--- src/rtl/epse_pkg.sv ---
`timescale 1ns / 1ps

package epse_pkg;

  // History of raw speed samples for the weighted moving average
  localparam int HISTORY_LEN = 8;
  localparam int HPW         = (HISTORY_LEN > 1) ? $clog2(HISTORY_LEN) : 1;
  localparam int HCW         = $clog2(HISTORY_LEN + 1);
  localparam int WTOT_MAX    = HISTORY_LEN * (HISTORY_LEN + 1) / 2;
  localparam int WTW         = $clog2(WTOT_MAX + 1);
  localparam int WSW         = 32 + WTW;

  // Shared restoring divider
  localparam int DIV_W  = 48;
  localparam int DIV_CW = $clog2(DIV_W);

  // Queue between front and back
  localparam int QDEPTH = 2;
  localparam int QPW    = (QDEPTH > 1) ? $clog2(QDEPTH) : 1;
  localparam int QCW    = $clog2(QDEPTH + 1);

  // Alpha table: 1 - exp(-i*s), s = 8 / ALPHA_DEPTH, Q0.32
  localparam int ALPHA_DEPTH = 256;
  localparam int AIW         = $clog2(ALPHA_DEPTH);
  localparam int ALPHA_SHIFT = 35 - AIW;
  localparam logic [63:0] ONE_Q32    = 64'd1 << 32;
  localparam logic [63:0] ALPHA_STEP = (64'd1 << 35) / ALPHA_DEPTH;

  // Operation codes
  localparam logic OP_EDGE   = 1'b0;
  localparam logic OP_UPDATE = 1'b1;

  // Configuration register indexes
  localparam int CFG_IDX_W = 3;
  localparam logic [CFG_IDX_W-1:0] CFG_MIN_GAP   = 3'd0;
  localparam logic [CFG_IDX_W-1:0] CFG_SPEED_NUM = 3'd1;
  localparam logic [CFG_IDX_W-1:0] CFG_CUTOFF    = 3'd2;
  localparam logic [CFG_IDX_W-1:0] CFG_ACCEL     = 3'd3;
  localparam logic [CFG_IDX_W-1:0] CFG_MPS_GAIN  = 3'd4;

  typedef struct packed {
    logic [15:0] pulses;
    logic [31:0] tick_sum;
  } epse_item_t;

  typedef struct packed {
    logic [47:0] speed_num;
    logic [31:0] cutoff;
    logic [31:0] accel;
    logic [31:0] gain;
  } epse_cfg_t;

  typedef logic [31:0] alpha_tab_t [ALPHA_DEPTH];

  function automatic logic [63:0] taylor_mul(input logic [63:0] t);
    logic [63:0] p;
    p = (t * ALPHA_STEP) >> 32;
    return p;
  endfunction

  // exp(-s) from a series truncated after the 12th-order term, then powers rounded half up
  function automatic alpha_tab_t build_alpha();
    logic [63:0] sum;
    logic [63:0] term;
    logic [63:0] e;
    alpha_tab_t  t;
    sum  = ONE_Q32;
    term = ONE_Q32;
    term = taylor_mul(term) / 64'd1;  sum = sum - term;
    term = taylor_mul(term) / 64'd2;  sum = sum + term;
    term = taylor_mul(term) / 64'd3;  sum = sum - term;
    term = taylor_mul(term) / 64'd4;  sum = sum + term;
    term = taylor_mul(term) / 64'd5;  sum = sum - term;
    term = taylor_mul(term) / 64'd6;  sum = sum + term;
    term = taylor_mul(term) / 64'd7;  sum = sum - term;
    term = taylor_mul(term) / 64'd8;  sum = sum + term;
    term = taylor_mul(term) / 64'd9;  sum = sum - term;
    term = taylor_mul(term) / 64'd10; sum = sum + term;
    term = taylor_mul(term) / 64'd11; sum = sum - term;
    term = taylor_mul(term) / 64'd12; sum = sum + term;
    e = ONE_Q32;
    for (int i = 0; i < ALPHA_DEPTH; i++) begin
      t[i] = 32'(ONE_Q32 - e);
      e    = (e * sum + (64'd1 << 31)) >> 32;
    end
    return t;
  endfunction

  localparam alpha_tab_t ALPHA_TAB = build_alpha();

endpackage

--- src/rtl/epse_queue.sv ---
`timescale 1ns / 1ps

module epse_queue import epse_pkg::*; (
  input  logic       clk,
  input  logic       rst_n,
  input  logic       push,
  input  epse_item_t push_item,
  output logic       full,
  output logic       valid,
  output epse_item_t item,
  input  logic       pop
);

  epse_item_t       mem_r [QDEPTH];
  logic [QPW-1:0]   wr_ptr_r;
  logic [QPW-1:0]   rd_ptr_r;
  logic [QCW-1:0]   cnt_r;

  assign full  = (cnt_r == QCW'(QDEPTH));
  assign valid = (cnt_r != '0);
  assign item  = mem_r[rd_ptr_r];

  always_ff @(posedge clk) begin
    if (push) mem_r[wr_ptr_r] <= push_item;
  end

  // Pointers wrap at the queue depth
  always_ff @(posedge clk) begin
    if (!rst_n) begin
      wr_ptr_r <= '0;
      rd_ptr_r <= '0;
      cnt_r    <= '0;
    end else begin
      if (push)
        wr_ptr_r <= (wr_ptr_r == QPW'(QDEPTH - 1)) ? '0 : wr_ptr_r + 1'b1;
      if (pop)
        rd_ptr_r <= (rd_ptr_r == QPW'(QDEPTH - 1)) ? '0 : rd_ptr_r + 1'b1;
      if (push && !pop)      cnt_r <= cnt_r + 1'b1;
      else if (pop && !push) cnt_r <= cnt_r - 1'b1;
    end
  end

endmodule

--- config.mk ---
export PLATFORM = sky130hd
export DESIGN_NAME = epse_queue
export DESIGN_NICKNAME = d
export VERILOG_FILES = /design/src/rtl/epse_pkg.sv /design/src/rtl/epse_queue.sv
export SDC_FILE = /design/constraint.sdc
export NUM_CORES = 1
export LEC_CHECK = 0
export BUFFER_PORTS_ARGS = -buffer_cell sky130_fd_sc_hd__buf_4
export CAP_MARGIN = 40
export CELL_PAD_IN_SITES_DETAIL_PLACEMENT = 0
export CELL_PAD_IN_SITES_GLOBAL_PLACEMENT = 1
export CORE_MARGIN = 10
export CORE_UTILIZATION = 43
export DETAILED_ROUTE_END_ITERATION = 10
export GPL_ROUTABILITY_DRIVEN = 0
export GPL_TIMING_DRIVEN = 0
export MAX_ROUTING_LAYER = met4
export PLACE_DENSITY = 0.87
export RECOVER_POWER = 50
export SYNTH_ARGS = -nofsm -noshare
export SYNTH_HDL_FRONTEND = slang
export SYNTH_SLANG_ARGS = --single-unit
--- constraint.sdc ---
create_clock -name clk -period 4 [get_ports clk]
set_input_delay 0 -clock clk [delete_from_list [all_inputs] [get_ports clk]]
set_output_delay 0 -clock clk [all_outputs]
set_load 0.1 [all_outputs]
==> metrics, run 1 <==
top sig layer met4; Setup Skew just under 0.008 ns; YS warnings 0; Critical Path AT between 2 and 3 ns; first-pass GRT wire length between 10000 and 15000 um; area of the core about 0.0083 sq mm; max_cap viols 0; I/O Pins ~100; CTS resizes 0; worst hold path type in2reg; TritonCTS clock tree yes; die area about 0.013 sq mm; vias in the first global route approximately 2400; diode count 0; Crit Path Class reg2reg; CP Capture Type flip-flop; Power Density 470 mW/mm^2; Mapped Area approximately 0.0037 sq mm; CTS Root Cell clkbuf_8; leading area contributor after synthesis edfxtp_1; Max Clk Rate ~440 MHz; Tot GR Track Use approximately an eighth; placed cell area between 0.004 and 0.005 sq mm; Remaining Overflow, GRT 0; starting density of the core 44.6%; outcome finished, final reports clean; Final Hold Viols 0; Net Count, Synth 224; TritonCTS Sinks 101; peak fanout along the critical path 20; Chip Width 113 um; final WL ~7400 um; Via density around 4.7; slew margin rel. 16.6%; later-pin clock latency in the skew report 0.34 ns; Slew Limit Fails 0; Synth area leaders edfxtp_1 78%, mux2_2 14%, dfxtp_1 2.7%, and2_1 0.68%, buf_6 0.61%; CP startpoint kind flip-flop; WL per Instance 16.6 um; RSZ-0062 raised after global routing no; # nets final slightly below 400; final hold slack around 0.15 ns; setup TNS 0 ns; Clock transition at path regs approximately 0.090 ns; post-synth top area share 78.2%; Longest Clk Path Bufs 2; met3 wire len roughly 420 um; drt first pass iters 4; CTS buffer count 9; Post-route DRC 0; final instance area 0.00531 sq mm; Yosys cell types 19; Power, Total 0.00250 W; routed vias 2104; row cnt 33; Worst Path Required approximately 4.3 ns; initial DRC count 60; M1 WL ~2900 um; H-tree Lvls 3; FF+latch count, synth between 100 and 150; Die Ht about 110 um; IO buf count ~100; sequential fraction of the synthesis area 81.0%; fin util 64.3%; Detailed Place HPWL slightly below 5000 um; worst slew pin tran 1.25 ns; antenna violations before repair 0; Worst VDD drop 0.267 mV; Lkg Pwr approximately 2.0 nW; largest net degree at the start of global routing 30; Tmin final ~2.3 ns; post-route ant nets 0; met2 wire len 4060 um; P&R area growth vs syn 44.1%; mean post-synth cell area approximately 22 sq um; synthesized instance count between 150 and 200; layout cells sized above 1 48.8%; Tcrit/Tclk final 56.3%; final setup vio count 0
==> cell usage after synthesis <==
cell type	instances
mux2_1	1
buf_6	2
o21a_1	1
and2_1	4
xor2_1	2
mux2_2	47
and2b_2	1
buf_4	1
a21boi_1	1
edfxtp_1	96
ha_1	1
o21ai_0	1
or3_1	1
nor2b_1	2
or2_2	1
dfxtp_1	5
inv_1	1
xnor2_1	1
buf_2	2
==> per-layer routing <==
metal / GRT usage, % / vias up
met3: 3.78 / 9
met1: 12.5 / 1038
li1: - / 1002
met2: 22.0 / 55
met5: - / -
met4: 3.30 / 0
==> registers in the layout, summed over array words and instances (netlist names), named ones only <==
signal    count
cnt_r         2
mem_r        96
rd_ptr_r      1
wr_ptr_r      1
==> worst paths after layout <==
path | cells after the start | slack, ns | from | to
min | 4 | 0.15 | push | cnt_r[1]
max | 4 | 1.75 | wr_ptr_r | wr_ptr_r
min reg2reg | 2 | 0.53 | cnt_r[1] | cnt_r[1]
max reg2reg | 4 | 1.75 | wr_ptr_r | wr_ptr_r
==> critical path: stages (launching register included) <==
cell           delay (ns)
dfxtp_1              0.33
nor2b_1              0.95
buf_16               0.25
o21a_1               0.13
dlygate4sd3_1        0.53
==> power breakdown <==
group / leakage [nW] / total (W) / switching (W) / internal [W]
registers: 0.943 / 0.00123 / 0.0000148 / 0.00122
clock network: 0.0895 / 0.000560 / 0.000331 / 0.000229
logic: 0.967 / 0.000703 / 0.000504 / 0.000199
==> cell families (layout without fill, tap and decap cells) <==
group                      Yosys count  after routing  share of synthesized area, %
and+or+nand+nor                      9              9                          1.60
adders and majority gates            1              1                         0.340
DFF                                101            101                          81.0
AOI/OAI and AO/OA                    3              3                         0.543
xor gates and xnor gates             3              3                         0.713
muxes                               48             48                          14.7
buffers and inverters                6            177                          1.19
==> cell type report <==
cell class	count	area [sq um]
inverter	1	3.75
clock buffer	9	124
timing repair buffer	155	1320
clock inverter	7	47.5
sequential	101	2980
fill	637	2950
buffer	5	40.0
multi-input combinational	64	659
tap	105	131
==> layout by cell type (no fill, tap or decap), types with 3 or more instances in the layout <==
master | netlist | final
clkbuf_4 | 0 | 44
dfxtp_1 | 5 | 5
mux2_2 | 47 | 47
edfxtp_1 | 96 | 96
clkbuf_1 | 0 | 6
inv_6 | 0 | 3
buf_4 | 1 | 52
clkbuf_8 | 0 | 9
dlygate4sd3_1 | 0 | 51
==> through the flow <==
step           cells  setup WS (ns)
2_1_floorplan    171           1.06
3_3_place_gp     377         -0.201
3_5_place_dp     380           2.48
4_1_cts          447           2.29
5_1_grt          447           1.60
6_report         447           1.75
==> repair_timing <==
action | 4_1_cts | 5_1_grt
setup buffers | 0 | 0
hold endpoints to repair | 101 | 0
hold buffers | 51 | 0
Note: power is estimated with default switching activity, not from simulation.
==> run 2, diff against run 1 <==
- clock period: 4 -> 2.3 ns (I/O delays scaled with it)
==> run 2 against run 1 <==
Clock skew is 0.0011 ns higher. First-iteration DRC count up 10%. Flip-flop and latch count did not move. Cell count down 0.22%. Sequential share of layout area is 0.21 points higher. Via count decreased by 0.67%. Global-route usage about the same. Wire length increased by 0.59%. Power increased by 80%. Utilization is 0.24 points lower. Register-to-register slack lost 1.3 ns. Die area unchanged. Critical endpoint is now mem_r[1][42]. Highest routed layer unchanged.
==> metrics, run 2 (synthesis results as in run 1) <==
Die Ht 113 um (unchanged); Clock transition at path regs 0.10 ns (about the same); layout cells sized above 1 47.5% (-1.3 points); diode count 0 (unchanged); initial DRC count 66 (+10%); most frequent cells in the layout 96 x edfxtp_1, 51 x buf_4, 51 x dlygate4sd3_1, 47 x mux2_2, 39 x clkbuf_4; Post-route DRC 0 (unchanged); Longest Clk Path Bufs 2 (unchanged); die area 0.0127 sq mm (unchanged); starting density of the core 44.6% (unchanged); Setup Skew 0.00881 ns (+0.00107 ns); Post-CTS Setup Bufs 0 (unchanged); Chip Width 113 um (unchanged); Crit Path Class reg2reg; Top Registers mem_r x96, cnt_r x2; outcome finished, final reports clean; CTS Root Cell clkbuf_8; Detailed Place HPWL 5040 um (+1.9%); first-pass GRT wire length 12100 um (+0.29%); fin util 64.1% (-0.24 points); later-pin clock latency in the skew report 0.35 ns (about the same); worst path bufs/invs 1 (-1); Crit-path slowest cell and2_1; row cnt 33 (unchanged); Worst VDD drop 0.532 mV (+99%); Via density 4.69 (-0.44%); I/O Pins 102 (unchanged); Biggest register mem_r; Slew Limit Fails 0 (unchanged); area of the core 0.00826 sq mm (unchanged); CP startpoint kind flip-flop; CP Capture Type flip-flop; CTS buffer count 9 (unchanged); H-tree Lvls 3 (unchanged); final WL 7480 um (+0.59%); slew margin rel. 21.4% (+4.9 points); vias in the first global route 2434 (+2.1%); final setup vio count 0 (unchanged); TritonCTS Sinks 101 (unchanged); WL per Instance 16.8 um (+0.82%); CP peak stage delay 0.89 ns (-0.06 ns); max_cap viols 0 (unchanged); # nets final 389 (-0.26%); worst slew pin tran 1.18 ns (-0.0652 ns); Final Hold Viols 0 (unchanged); largest net degree at the start of global routing 27 (-10%); RSZ-0062 raised after global routing no; kind of cell adding the most delay to the critical path simple AND/OR/NAND/NOR gates; Remaining Overflow, GRT 0 (unchanged); Tmin final 1.88 ns (-0.370 ns); worst hold path type in2reg; Power Density 847 mW/mm^2 (+80%); Max Clk Rate 532 MHz (+20%); most common cell after layout, fill and taps aside edfxtp_1; Tot GR Track Use 12.3% (+0.040 points); routed vias 2090 (-0.67%); Cell Chain, Critical Path and2_1, buf_12; setup TNS 0 ns (unchanged); IO buf count 101 (unchanged); TritonCTS clock tree yes; P&R area growth vs syn 43.6%; Worst Path Required 2.35 ns (-1.94 ns); post-route ant nets 0 (unchanged); drt first pass iters 4 (unchanged); Largest register FFs 96 (unchanged); Tcrit/Tclk final 81.8% (+25 points); Lkg Pwr 1.98 nW (-0.77%); peak fanout along the critical path 26 (+30%); Critical Path AT 1.93 ns (-0.61 ns); antenna violations before repair 0 (unchanged)
[run 2: cell count changes in the layout (fill, tap and decap cells not counted), sizes merged]
cell and change:
bufinv +1, clkinv -2, inv +1, buf -2, clkbuf +1
[run 2: routing by layer]
layer  up-vias  global-route usage (%)  share of wire [%]
met4         0                    4.06                1.4
li1        997                       -                  -
met1      1017                    12.7                 39
met2        66                    21.2                 53
met3        10                    4.37                6.4
met5         -                       -                  0
[run 2: timing repair]
action / 4_1_cts / 5_1_grt
endpoints found under the setup margin: 0 / 0
gates resized for setup: 0 / 0
hold endpoints to repair: 101 / 0
hold buffers: 51 / 0
[run 2: report_power, final]
part / switching (W) / internal (W) / total, W
Clock: 0.000608 / 0.000519 / 0.00113
Combinational: 0.000876 / 0.000334 / 0.00121
Sequential: 0.0000258 / 0.00212 / 0.00214
Total: 0.00151 / 0.00297 / 0.00448
[run 2: worst paths after layout]
path	start	cells after the start	slack, ns	to
setup / recovery	wr_ptr_r	2	0.42	mem_r[1][42]
hold / removal	push	4	0.13	cnt_r[1]
setup reg to reg	wr_ptr_r	2	0.42	mem_r[1][42]
hold reg to reg	cnt_r[1]	2	0.51	cnt_r[1]
[run 2: layout make-up]
class                      count  area, sq um
buffer                         5         40.0
clock buffer                   9          124
clock inverter                 7         78.8
fill                         612         2970
inverter                       1         3.75
multi-input combinational     64          666
sequential                   101         2980
tap                          105          131
timing repair buffer         154         1260
[run 2: tightest hold or removal path: stages]
cell and delay, ns:
buf_4 0.10, ha_1 0.17, or3_1 0.11, a21boi_0 0.06
[run 2: through the flow]
stage | hold WS [ns] | total power, W | std cells | instance area [sq um] | setup WS (ns)
after floorplan | 0.0989 | 0.00307 | 171 | 3690 | 0.292
after global placement | 0.185 | 0.00333 | 377 | 4580 | -0.415
after detailed placement | 0.188 | 0.00335 | 379 | 4620 | 0.751
after CTS | 0.104 | 0.00456 | 446 | 5340 | 0.508
after global routing | 0.162 | 0.00466 | 446 | 5290 | 0.235
final | 0.134 | 0.00448 | 446 | 5290 | 0.420
