`src/rtl/epse_pkg.sv`:
```
`timescale 1ns / 1ps

package epse_pkg;

  // History of raw speed samples for the weighted moving average
  localparam int HISTORY_LEN = 8;
  localparam int HPW         = (HISTORY_LEN > 1) ? $clog2(HISTORY_LEN) : 1;
  localparam int HCW         = $clog2(HISTORY_LEN + 1);
  localparam int WTOT_MAX    = HISTORY_LEN * (HISTORY_LEN + 1) / 2;
  localparam int WTW         = $clog2(WTOT_MAX + 1);
  localparam int WSW         = 32 + WTW;

  // Shared restoring divider
  localparam int DIV_W  = 48;
  localparam int DIV_CW = $clog2(DIV_W);

  // Queue between front and back
  localparam int QDEPTH = 2;
  localparam int QPW    = (QDEPTH > 1) ? $clog2(QDEPTH) : 1;
  localparam int QCW    = $clog2(QDEPTH + 1);

  // Alpha table: 1 - exp(-i*s), s = 8 / ALPHA_DEPTH, Q0.32
  localparam int ALPHA_DEPTH = 256;
  localparam int AIW         = $clog2(ALPHA_DEPTH);
  localparam int ALPHA_SHIFT = 35 - AIW;
  localparam logic [63:0] ONE_Q32    = 64'd1 << 32;
  localparam logic [63:0] ALPHA_STEP = (64'd1 << 35) / ALPHA_DEPTH;

  // Operation codes
  localparam logic OP_EDGE   = 1'b0;
  localparam logic OP_UPDATE = 1'b1;

  // Configuration register indexes
  localparam int CFG_IDX_W = 3;
  localparam logic [CFG_IDX_W-1:0] CFG_MIN_GAP   = 3'd0;
  localparam logic [CFG_IDX_W-1:0] CFG_SPEED_NUM = 3'd1;
  localparam logic [CFG_IDX_W-1:0] CFG_CUTOFF    = 3'd2;
  localparam logic [CFG_IDX_W-1:0] CFG_ACCEL     = 3'd3;
  localparam logic [CFG_IDX_W-1:0] CFG_MPS_GAIN  = 3'd4;

  typedef struct packed {
    logic [15:0] pulses;
    logic [31:0] tick_sum;
  } epse_item_t;

  typedef struct packed {
    logic [47:0] speed_num;
    logic [31:0] cutoff;
    logic [31:0] accel;
    logic [31:0] gain;
  } epse_cfg_t;

  typedef logic [31:0] alpha_tab_t [ALPHA_DEPTH];

  function automatic logic [63:0] taylor_mul(input logic [63:0] t);
    logic [63:0] p;
    p = (t * ALPHA_STEP) >> 32;
    return p;
  endfunction

  // exp(-s) from a series truncated after the 12th-order term, then powers rounded half up
  function automatic alpha_tab_t build_alpha();
    logic [63:0] sum;
    logic [63:0] term;
    logic [63:0] e;
    alpha_tab_t  t;
    sum  = ONE_Q32;
    term = ONE_Q32;
    term = taylor_mul(term) / 64'd1;  sum = sum - term;
    term = taylor_mul(term) / 64'd2;  sum = sum + term;
    term = taylor_mul(term) / 64'd3;  sum = sum - term;
    term = taylor_mul(term) / 64'd4;  sum = sum + term;
    term = taylor_mul(term) / 64'd5;  sum = sum - term;
    term = taylor_mul(term) / 64'd6;  sum = sum + term;
    term = taylor_mul(term) / 64'd7;  sum = sum - term;
    term = taylor_mul(term) / 64'd8;  sum = sum + term;
    term = taylor_mul(term) / 64'd9;  sum = sum - term;
    term = taylor_mul(term) / 64'd10; sum = sum + term;
    term = taylor_mul(term) / 64'd11; sum = sum - term;
    term = taylor_mul(term) / 64'd12; sum = sum + term;
    e = ONE_Q32;
    for (int i = 0; i < ALPHA_DEPTH; i++) begin
      t[i] = 32'(ONE_Q32 - e);
      e    = (e * sum + (64'd1 << 31)) >> 32;
    end
    return t;
  endfunction

  localparam alpha_tab_t ALPHA_TAB = build_alpha();

endpackage

```
`src/rtl/epse_front.sv`:
```
`timescale 1ns / 1ps

module epse_front import epse_pkg::*; (
  input  logic        clk,
  input  logic        rst_n,
  input  logic        in_valid,
  output logic        in_ready,
  input  logic        in_operation,
  input  logic [31:0] in_timestamp,
  input  logic [15:0] min_gap,
  input  logic        q_full,
  output logic        q_push,
  output epse_item_t  q_item
);

  logic [31:0] last_edge_r;
  logic [15:0] pend_pulses_r;
  logic [31:0] pend_sum_r;
  logic        xfer;
  logic [31:0] gap;
  logic [32:0] sum_ext;

  assign in_ready = !q_full;
  assign xfer     = in_valid && in_ready;
  assign gap      = in_timestamp - last_edge_r;
  assign sum_ext  = {1'b0, pend_sum_r} + {1'b0, gap};

  // Updates hand the pending count and sum to the back end
  assign q_push        = xfer && (in_operation == OP_UPDATE);
  assign q_item.pulses   = pend_pulses_r;
  assign q_item.tick_sum = pend_sum_r;

  // Edge qualification and pulse accumulation
  always_ff @(posedge clk) begin
    if (!rst_n) begin
      last_edge_r   <= '0;
      pend_pulses_r <= '0;
      pend_sum_r    <= '0;
    end else if (xfer) begin
      if (in_operation == OP_UPDATE) begin
        pend_pulses_r <= '0;
        pend_sum_r    <= '0;
      end else if (gap > {16'b0, min_gap}) begin
        last_edge_r <= in_timestamp;
        if (pend_pulses_r != 16'hFFFF) begin
          pend_pulses_r <= pend_pulses_r + 16'd1;
          pend_sum_r    <= sum_ext[32] ? 32'hFFFF_FFFF : sum_ext[31:0];
        end
      end
    end
  end

endmodule

```
`config.mk`:
```
export PLATFORM = sky130hd
export DESIGN_NAME = epse_front
export DESIGN_NICKNAME = d
export VERILOG_FILES = /design/src/rtl/epse_pkg.sv /design/src/rtl/epse_front.sv
export SDC_FILE = /design/constraint.sdc
export NUM_CORES = 1
export LEC_CHECK = 0
export ABC_AREA = 1
export BUFFER_PORTS_ARGS = -buffer_cell sky130_fd_sc_hd__buf_4
export CAP_MARGIN = 10
export CELL_PAD_IN_SITES_DETAIL_PLACEMENT = 0
export CELL_PAD_IN_SITES_GLOBAL_PLACEMENT = 2
export CORE_UTILIZATION = 32
export CTS_CLUSTER_SIZE = 16
export DETAILED_ROUTE_END_ITERATION = 12
export PLACE_DENSITY_LB_ADDON = 0.1
export SLEW_MARGIN = 20
export SYNTH_ARGS = -nofsm -noshare
export SYNTH_HDL_FRONTEND = slang
export SYNTH_SLANG_ARGS = --single-unit
```
`constraint.sdc`:
```
create_clock -name clk -period 4.7 [get_ports clk]
set_clock_uncertainty 0.2 [all_clocks]
set_input_delay 0.705 -clock clk [delete_from_list [all_inputs] [get_ports clk]]
set_output_delay 0.705 -clock clk [all_outputs]
set_load 0.005 [all_outputs]
```
==> flow_metrics.py, run 1 <==
metrics = {
    "status": {
        "outcome": "finished clean",
    },
    "synth": {
        "synth-xor-area-share": 0.0432,
        "synth.distinct_cells": 42,
        "yosysSeqAreaShare": 0.175,
        "avgSynthCellArea_um2": 6.16,
        "synth_edf_count": 0,
        "synth_top_area_frac": 0.175,
        "synth_common_cells": "nand2_1 (374), inv_1 (215), nor2_1 (149)",
        "synthSimpleGateAreaFrac": 0.396,
        "synthesis.area_mm2": 0.00913,
        "synth_top_family_by_area": "simple AND/OR/NAND/NOR gates",
        "synth.area.mux_share": 0,
        "ys_seq_elements": 80,
        "netlist_instances": 1483,
        "yosys.cell_count.top_type": "nand2_1",
        "ys_async_sr_fraction": 0,
        "synth_fa_ha_area_frac": 0.121,
        "synth_ff_type": "dfxtp_1",
        "syn_nets": 1623,
        "yosys_warnings": 0,
        "synth_compound_area_frac": 0.140,
        "synthTopCellsByArea": "dfxtp_1 (18%), nand2_1 (15%), ha_1 (12%)",
        "yosys.area.top_type": "dfxtp_1",
    },
    "global_route": {
        "grtUsageMet2": 0.407,
        "track_usage": 0.223,
        "grt_max_degree": 65,
        "antenna_found_initial": 0,
        "grtUsageMet1": 0.281,
        "first_global_vias": 9343,
        "grt_use_met3": 0.0229,
        "grt_pass1_wl_um": 50200,
        "overflow": 0,
        "top_usage_layer": "met2",
    },
    "placement": {
        "port-buffer-count": 102,
        "dp_slack_ps": 86.3,
        "placed_cells": 1960,
        "gp_congestion": 0.917,
        "hpwl_um": 25500,
        "dpl_cell_area_mm2": 0.0105,
    },
    "final_layout": {
        "final_area_mm2": 0.0108,
        "insertedDiodeCount": 0,
        "layout-drive-gt1-share": 0.164,
        "multi_input_area_mm2": 0.00641,
        "area.growth.synth_to_final_pct": 17.8,
        "register_area_mm2": 0.00160,
        "stdcell_count": 1974,
        "n_fill_cell": 3204,
        "fin_nets": 1733,
    },
    "timing": {
        "relSlewSlack": 0.500,
        "setup-tns-final_ps": 0,
        "fin_crit_ps": 4180,
        "finalHoldViolCount": 0,
        "fmax_ghz": 0.239,
        "grt_setup_unrepaired": "no",
        "tightest_slew_ps": 748,
        "setup_viol": 0,
        "worst_slack_ps": 520,
        "finalCritPeriodShare": 0.889,
        "slew_violations": 0,
    },
    "power_and_ir_drop": {
        "power.density_mw_per_mm2": 243,
        "p_leak_nw": 5.25,
        "peakVddDrop_mv": 0.151,
    },
    "critical_path": {
        "cp_data_arrival_time_ps": 4280,
        "crit_path_start": "in_timestamp[0]",
        "crit_required_ps": 4800,
        "path_class": "in -> reg",
        "cpPeakStageDelay_ps": 400,
        "cp-start-kind": "primary input",
        "critPathMaxFanout": 27,
        "critPathSlowestCell": "fa_1",
        "r2r-start": "last_edge_r[2]$_SDFFE_PN0P_",
        "cp-end-kind": "register",
        "cp_common_cell": "nand2_1",
    },
    "route": {
        "drc": 0,
        "via_count": 9489,
        "dr.pass1.iters": 5,
        "vias_per_cell": 4.81,
        "routed_wl_um": 31500,
        "drt_iter0_markers": 392,
        "ant_nets": 0,
        "routedWlPerCell_um": 15.9,
    },
    "worst_hold_path": {
        "hold_path.startpoint": "last_edge_r[20]$_SDFFE_PN0P_",
        "hold_path_class": "reg -> reg",
    },
    "flow_run": {
        "maxCapViolations": 0,
    },
    "clocking": {
        "cts_root_buf": "clkbuf_16",
        "htreeDepth": 3,
        "clock_sinks": 80,
        "path_clk_slew_ps": 70,
        "cts_buffers": 9,
        "cts_tree": "done",
        "worstSkewPairLatency_ps": 360,
        "cts_buffer_depth": 2,
    },
    "die": {
        "die_x_um": 171,
        "start_util": 0.327,
        "fp.dieH_um": 171,
        "rows": 61,
        "die_area_mm2": 0.0292,
        "core_area_mm2": 0.0279,
        "io_pins": 103,
    },
}
==> state kept, by name, summed over array words and instances, names as in the netlist <==
signal / flops
last_edge_r: 32
pend_sum_r: 32
pend_pulses_r: 16
==> report_power, final <==
part,switching (mW),leakage (nW),total (mW),internal (mW)
logic,0.744,4.48,1.19,0.449
registers,0.0289,0.651,0.737,0.708
clock network,0.329,0.119,0.681,0.352
total,1.10,5.25,2.61,1.51
==> final timing paths <==
path	cells past startpoint	to	slack (ps)
worst max-delay path	27	pend_sum_r[18]$_SDFFE_PN0P_	520
worst min-delay path	2	last_edge_r[20]$_SDFFE_PN0P_	280
worst max register to register	26	pend_pulses_r[5]$_SDFFE_PN0P_	620
worst min register to register	2	last_edge_r[20]$_SDFFE_PN0P_	280
==> kinds of logic (layout without fill, tap and decap cells) <==
group,Yosys count,in the layout
simple gates,775,775
buf+inv,277,390
compound gates,219,219
fa+ha+maj,87,87
flops,80,80
xor+xnor,45,45
==> per-stage QoR <==
stage	hold slack, ps	utilization	power, mW
6_report	278	0.385	2.61
5_1_grt	300	0.385	2.83
4_1_cts	283	0.385	2.65
3_5_place_dp	268	0.376	1.95
3_3_place_gp	261	0.376	1.95
2_1_floorplan	252	-	1.55
==> cell type report <==
class	instances	area share
Clock buffer	9	0.0209
Clock inverter	5	0.00337
Tap cell	378	0.0440
Inverter	232	0.0809
Timing Repair Buffer	144	0.106
Multi-Input combinational cell	1126	0.596
Sequential cell	80	0.149
==> metal layers <==
metal / vias to the layer above / routed length, um
li1: 5021 / -
met1: 4327 / 14800
met2: 119 / 15600
met3: 22 / 724
met4: 0 / 405
met5: - / 0
==> cells in the final DEF, fill, tap and decap left out, types with 4 or more instances in the layout <==
master / count
buf_4: 139
inv_1: 214
xnor2_1: 16
xor2_1: 29
nor2_1: 148
nor3_1: 19
nand3_1: 86
nand2_2: 4
nand4_1: 50
o21bai_1: 8
nor2_2: 11
nand3b_1: 37
o21ai_0: 38
ha_1: 85
inv_2: 16
a21o_1: 10
nand3_2: 31
dfxtp_1: 80
nand2_1: 374
clkbuf_16: 9
buf_12: 5
a21oi_2: 31
a21oi_1: 120
==> timing repair <==
| action | 4_1_cts | 5_1_grt |
|---|---|---|
| gates resized for setup | 0 | 1 |
| endpoints found under the setup margin | 0 | 11 |
| hold buffers | 0 | 0 |
| setup buffers | 0 | 0 |
==> worst max-delay path, delay by kind of cell <==
kind,cells,cell delay (ps)
AO/OA/AOI/OAI,5,790
adder cells (fa/ha/maj),3,910
buffers and inverters,6,620
AND/OR/NAND/NOR,13,1260
Power figures use the tool's default switching activity.
==> run 2, diff against run 1 <==
Settings changed: ABC_AREA 1 to unset, CORE_UTILIZATION 32 to 34.
==> flow_metrics.py, run 2 <==
metrics = {
    "timing": {
        "fin_crit_ps": 4790,
        "worst_slack_ps": -92.9,
        "grt_setup_unrepaired": "yes",
        "tightest_slew_ps": 644,
        "fmax_ghz": 0.209,
        "setup-tns-final_ps": -3770,
        "setup_viol": 76,
        "finalCritPeriodShare": 1.02,
        "slew_violations": 0,
        "finalHoldViolCount": 0,
        "relSlewSlack": 0.570,
    },
    "die": {
        "rows": 54,
        "die_x_um": 152,
        "fp.dieH_um": 152,
        "io_pins": 103,
        "core_area_mm2": 0.0219,
        "start_util": 0.349,
        "die_area_mm2": 0.0230,
    },
    "power_and_ir_drop": {
        "peakVddDrop_mv": 0.158,
        "power.density_mw_per_mm2": 253,
        "p_leak_nw": 5.28,
    },
    "clocking": {
        "cts_buffers": 9,
        "clock_sinks": 80,
        "cts_hold_buf": 0,
        "cts_buffer_depth": 2,
        "worstSkewPairLatency_ps": 350,
        "cts_tree": "done",
        "htreeDepth": 3,
        "cts_root_buf": "clkbuf_16",
        "path_clk_slew_ps": 60,
    },
    "placement": {
        "dpl_cell_area_mm2": 0.0105,
        "port-buffer-count": 102,
        "hpwl_um": 20100,
        "placed_cells": 1571,
        "gp_congestion": 0.902,
        "dp_slack_ps": -747,
    },
    "critical_path": {
        "crit_required_ps": 4730,
        "cp-start-kind": "primary input",
        "cp-end-kind": "register",
        "critPathSlowestCell": "or4_4",
        "crit_buf_inv": 6,
        "critPathMaxFanout": 8,
        "path_class": "in -> reg",
        "cp_data_arrival_time_ps": 4830,
        "critPathTopFamily": "simple AND/OR/NAND/NOR gates",
        "worstPathCellList": "buf_12, inv_12, ha_4, inv_2, fa_2, a21oi_4, o21bai_4, a311oi_4, nor2_2, a21o_1, xor2_2, buf_4, ha_4, nand3_4, nor3_2, nand2_1, buf_6, nor3_4, o211ai_1, or4_4, nor3_4, buf_6, nor4_4, mux2_4",
        "cpPeakStageDelay_ps": 540,
    },
    "final_layout": {
        "finish.utilization": 0.534,
        "multi_input_area_mm2": 0.00617,
        "layout_commonest_cell": "buf_4",
        "final_area_mm2": 0.0117,
        "register_area_mm2": 0.00160,
        "reg_top3": "last_edge_r: 32 flops, pend_sum_r: 32 flops, pend_pulses_r: 16 flops",
        "stdcell_count": 1606,
        "insertedDiodeCount": 0,
        "area.growth.synth_to_final_pct": 53.1,
        "n_fill_cell": 2176,
        "fin_nets": 1461,
        "layout-drive-gt1-share": 0.374,
        "layout_common_cells": "buf_4 (344), nand2_1 (117), nor2_1 (82), dfxtp_1 (80), ha_1 (77)",
    },
    "global_route": {
        "overflow": 0,
        "grtUsageMet1": 0.288,
        "top_usage_layer": "met2",
        "grt_use_met3": 0.0254,
        "grt_pass1_wl_um": 40400,
        "grt_max_degree": 68,
        "grtUsageMet2": 0.371,
        "track_usage": 0.216,
        "antenna_found_initial": 0,
        "first_global_vias": 7919,
    },
    "synth": {
        "yosys_warnings": 0,
        "ys_seq_elements": 80,
        "synth.distinct_cells": 77,
        "yosys.cell_count.top_type": "nand2_1",
        "synth_edf_count": 0,
        "netlist_instances": 993,
        "synthesis.area_mm2": 0.00763,
        "ys_async_sr_fraction": 0,
        "synthTopCellsByArea": "dfxtp_1 (21%), ha_1 (14%), nand2_1 (5.8%)",
        "yosysSeqAreaShare": 0.210,
        "synth_top_area_frac": 0.210,
        "synth_common_cells": "nand2_1 (117), nor2_1 (89), ha_1 (85)",
        "syn_nets": 1133,
        "synth_ff_type": "dfxtp_1",
        "yosys.area.top_type": "dfxtp_1",
        "avgSynthCellArea_um2": 7.68,
    },
    "route": {
        "vias_per_cell": 5.20,
        "drc": 0,
        "ant_nets": 0,
        "via_count": 8358,
        "routed_wl_um": 26500,
        "drt_iter0_markers": 246,
        "dr.pass1.iters": 4,
        "routedWlPerCell_um": 16.5,
    },
    "worst_hold_path": {
        "hold_path_class": "reg -> reg",
    },
    "flow_run": {
        "maxCapViolations": 0,
    },
    "status": {
        "violations": "negative setup slack",
        "outcome": "finished with violations",
    },
}
run 2: changes by cell type in the layout (fill, tap and decap cells not counted), sizes merged, moves of 72 or more:
| cell | delta |
|---|---|
| inv | -161 |
| nor2 | -72 |
| nand3 | -94 |
| a21oi | -77 |
| nand2 | -263 |
| buf | +215 |
run 2: cell type report:
cell class,count,share of cell area
Multi-Input combinational cell,799,0.528
Timing Repair Buffer,365,0.253
Sequential cell,80,0.137
Tap cell,280,0.0300
Inverter,66,0.0223
Clock buffer,9,0.0193
Clock inverter,7,0.0108
run 2: final timing paths:
| check | cells after the start | slack [ps] | startpoint | endpoint |
|---|---|---|---|---|
| min reg2reg | 2 | 260 | last_edge_r[5]$_SDFFE_PN0P_ | last_edge_r[5]$_SDFFE_PN0P_ |
| max reg2reg | 22 | 0 | last_edge_r[1]$_SDFFE_PN0P_ | pend_pulses_r[0]$_SDFFE_PN0P_ |
| min | 2 | 260 | last_edge_r[5]$_SDFFE_PN0P_ | last_edge_r[5]$_SDFFE_PN0P_ |
| max | 24 | -90 | in_timestamp[0] | pend_pulses_r[0]$_SDFFE_PN0P_ |
run 2: metrics by stage:
stage                     power (mW)  hold slack, ps
after detailed placement        1.97             248
after global routing            3.15             278
after floorplan                 1.40             235
after global placement          1.97             243
after CTS                       2.88             259
final                           2.96             258
run 2: logic make-up after synthesis:
logic type | after synthesis | synth area share
AND/OR/NAND/NOR | 346 | 0.220
AO/OA/AOI/OAI | 284 | 0.262
buffers and inverters | 114 | 0.0636
adder cells (fa/ha/maj) | 87 | 0.145
flip-flops | 80 | 0.210
XOR/XNOR | 47 | 0.0539
multiplexers | 35 | 0.0461
run 2: timing repair:
action / CTS / global route
buffers inserted: 4 / 8
endpoints found under the setup margin: 80 / 80
pin swaps: 22 / 84
endpoints found under the hold margin: 0 / 0
cloned: 1 / 7
resized for setup: 21 / 102
run 2: worst min-delay path, stage by stage (launching register included):
cell	delay [ps]
dfxtp_1	310
nand2_1	50
mux2i_1	50
run 2: metal layers:
metal / vias to the layer above / wire (um)
met1: 3917 / 12600
met2: 125 / 12900
met3: 25 / 625
met5: - / 0
met4: 0 / 409
li1: 4291 / -
run 2: power breakdown:
part           internal [mW]  leakage, nW  total, mW  switching [mW]
Sequential             0.703        0.649      0.730          0.0271
Combinational          0.681         4.46       1.36           0.680
Clock                  0.528        0.169      0.871           0.343
==> run 3, diff against run 2 <==
==> constraint.sdc (replaced) <==
create_clock -name clk -period 4.7 [get_ports clk]
set_clock_uncertainty 0.2 [all_clocks]
set_input_delay 0.235 -clock clk [delete_from_list [all_inputs] [get_ports clk]]
set_output_delay 0.235 -clock clk [all_outputs]
set_load 0.005 [all_outputs]
==> flow_metrics.py, run 3 (synthesis gave the netlist of run 2 again) <==
metrics = {
    "status": {
        "outcome": "finished with violations",
        "violations": "negative setup slack",
    },
    "timing": {
        "setup-tns-final_ps": -1750,
        "worst_slack_ps": -80.3,
        "setup_viol": 42,
        "grt_setup_unrepaired": "yes",
        "finalHoldViolCount": 0,
        "finalCritPeriodShare": 1.02,
        "tightest_slew_ps": 721,
        "relSlewSlack": 0.519,
        "fin_crit_ps": 4780,
        "slew_violations": 0,
        "fmax_ghz": 0.209,
    },
    "final_layout": {
        "reg_top3": "last_edge_r: 32 flops, pend_sum_r: 32 flops, pend_pulses_r: 16 flops",
        "fin_nets": 1452,
        "area.growth.synth_to_final_pct": 52.6,
        "multi_input_area_mm2": 0.00607,
        "insertedDiodeCount": 0,
        "stdcell_count": 1597,
        "layout_commonest_cell": "buf_4",
        "layout-drive-gt1-share": 0.342,
        "layout_common_cells": "buf_4 (301), nand2_1 (116), dfxtp_1 (79), ha_1 (75), nor2_1 (70)",
        "n_fill_cell": 2134,
        "register_area_mm2": 0.00160,
    },
    "global_route": {
        "grt_pass1_wl_um": 42100,
        "first_global_vias": 8071,
        "overflow": 0,
        "track_usage": 0.227,
        "antenna_found_initial": 0,
        "grt_max_degree": 68,
    },
    "route": {
        "routed_wl_um": 27200,
        "dr.pass1.iters": 5,
        "via_count": 8416,
        "drc": 0,
        "ant_nets": 0,
        "routedWlPerCell_um": 17.1,
        "vias_per_cell": 5.27,
        "drt_iter0_markers": 331,
    },
    "clocking": {
        "cts_buffers": 9,
        "cts_tree": "done",
        "clock_sinks": 80,
        "cts_buffer_depth": 2,
        "cts_root_buf": "clkbuf_16",
        "worstSkewPairLatency_ps": 360,
        "htreeDepth": 3,
        "path_clk_slew_ps": 70,
    },
    "worst_hold_path": {
        "holdPathEnd": "last_edge_r[2]$_SDFFE_PN0P_",
        "hold_depth": 4,
        "hold_path_class": "in -> reg",
        "hold_path.startpoint": "in_timestamp[2]",
    },
    "critical_path": {
        "critPathMaxFanout": 12,
        "cp_data_arrival_time_ps": 4820,
        "rr_worst_depth": 25,
        "cp-end-kind": "register",
        "crit_required_ps": 4740,
        "crit_path_start": "last_edge_r[0]$_SDFFE_PN0P_",
        "r2r_slack_ps": -80,
        "r2r-start": "last_edge_r[0]$_SDFFE_PN0P_",
        "r2r_end": "last_edge_r[11]$_SDFFE_PN0P_",
        "cp-start-kind": "register",
        "path_class": "reg -> reg",
    },
    "placement": {
        "gp_congestion": 0.948,
        "dp_slack_ps": -461,
        "hpwl_um": 19900,
        "port-buffer-count": 102,
        "placed_cells": 1519,
    },
    "die": {
        "io_pins": 103,
        "die_area_mm2": 0.0230,
        "start_util": 0.349,
        "fp.dieH_um": 152,
        "rows": 54,
        "die_x_um": 152,
        "core_area_mm2": 0.0219,
    },
    "power_and_ir_drop": {
        "power.density_mw_per_mm2": 252,
        "p_leak_nw": 5.16,
        "peakVddDrop_mv": 0.212,
    },
    "flow_run": {
        "maxCapViolations": 0,
    },
}
-- run 3: power by group --
group          leakage (nW)  internal, mW  switching (mW)
Sequential            0.649         0.703          0.0239
Clock                 0.169         0.528           0.344
Combinational          4.34         0.664           0.665
-- run 3: cell type report --
| class | instances | area share |
|---|---|---|
| tap | 280 | 0.0301 |
| clock inverter | 7 | 0.0109 |
| clock buffer | 9 | 0.0193 |
| inverter | 66 | 0.0213 |
| timing repair buffer | 356 | 0.260 |
| multi-input combinational | 799 | 0.521 |
| sequential | 80 | 0.138 |
-- run 3: worst max-delay path by stage --
| stage | end | slack (ps) | cells past startpoint |
|---|---|---|---|
| 2_1_floorplan | pend_sum_r[31]$_SDFFE_PN0P_ | 5 | 19 |
| 3_3_place_gp | pend_pulses_r[12]$_SDFFE_PN0P_ | -470 | 25 |
| 3_5_place_dp | pend_sum_r[31]$_SDFFE_PN0P_ | -460 | 24 |
| 4_1_cts | pend_pulses_r[8]$_SDFFE_PN0P_ | -120 | 25 |
| 5_1_grt | last_edge_r[11]$_SDFFE_PN0P_ | -260 | 23 |
| 6_report | last_edge_r[11]$_SDFFE_PN0P_ | -80 | 25 |
-- run 3: layer usage --
metal	wire length (um)	global-route usage	up-vias
met5	0	0	-
met4	398	0.0576	0
met3	883	0.0265	25
met1	12700	0.296	3962
met2	13300	0.395	153
li1	-	-	4276
-- run 3: what timing repair did --
item                                   4_1_cts  5_1_grt
gates cloned                                 6        3
hold buffers                                28        0
endpoints found under the hold margin       28        0
gates resized for setup                     45       95
setup endpoints to repair                   80       80
pin swaps                                   32       38
setup buffers                               14       12
-- run 3: critical path, cell delays in order, from the launching register on --
cell and delay, ps:
dfxtp_2 350, ha_4 130, inv_2 30, fa_2 340
a21oi_2 130, buf_4 130, o21bai_4 80, a311oi_4 310
nor2_2 90, a21o_1 190, xor2_2 150, buf_4 140
ha_4 270, nand3_4 60, nor3_2 120, nand2_1 120
nor3_2 240, o211ai_1 110, or4_4 590, nor3_4 170
buf_6 130, buf_6 90, nor3_4 40, buf_12 150
buf_12 150, mux2i_1 120
-- run 3: through the flow --
step | utilization | hold slack [ps] | power, mW | instance area (um2)
2_1_floorplan | - | 177 | 1.39 | 7640
4_1_cts | 0.508 | 56.2 | 2.86 | 11100
3_5_place_dp | 0.458 | 247 | 1.90 | 10000
5_1_grt | 0.532 | 75.9 | 3.10 | 11600
6_report | 0.532 | 65.9 | 2.93 | 11600
3_3_place_gp | 0.458 | 242 | 1.90 | 10000
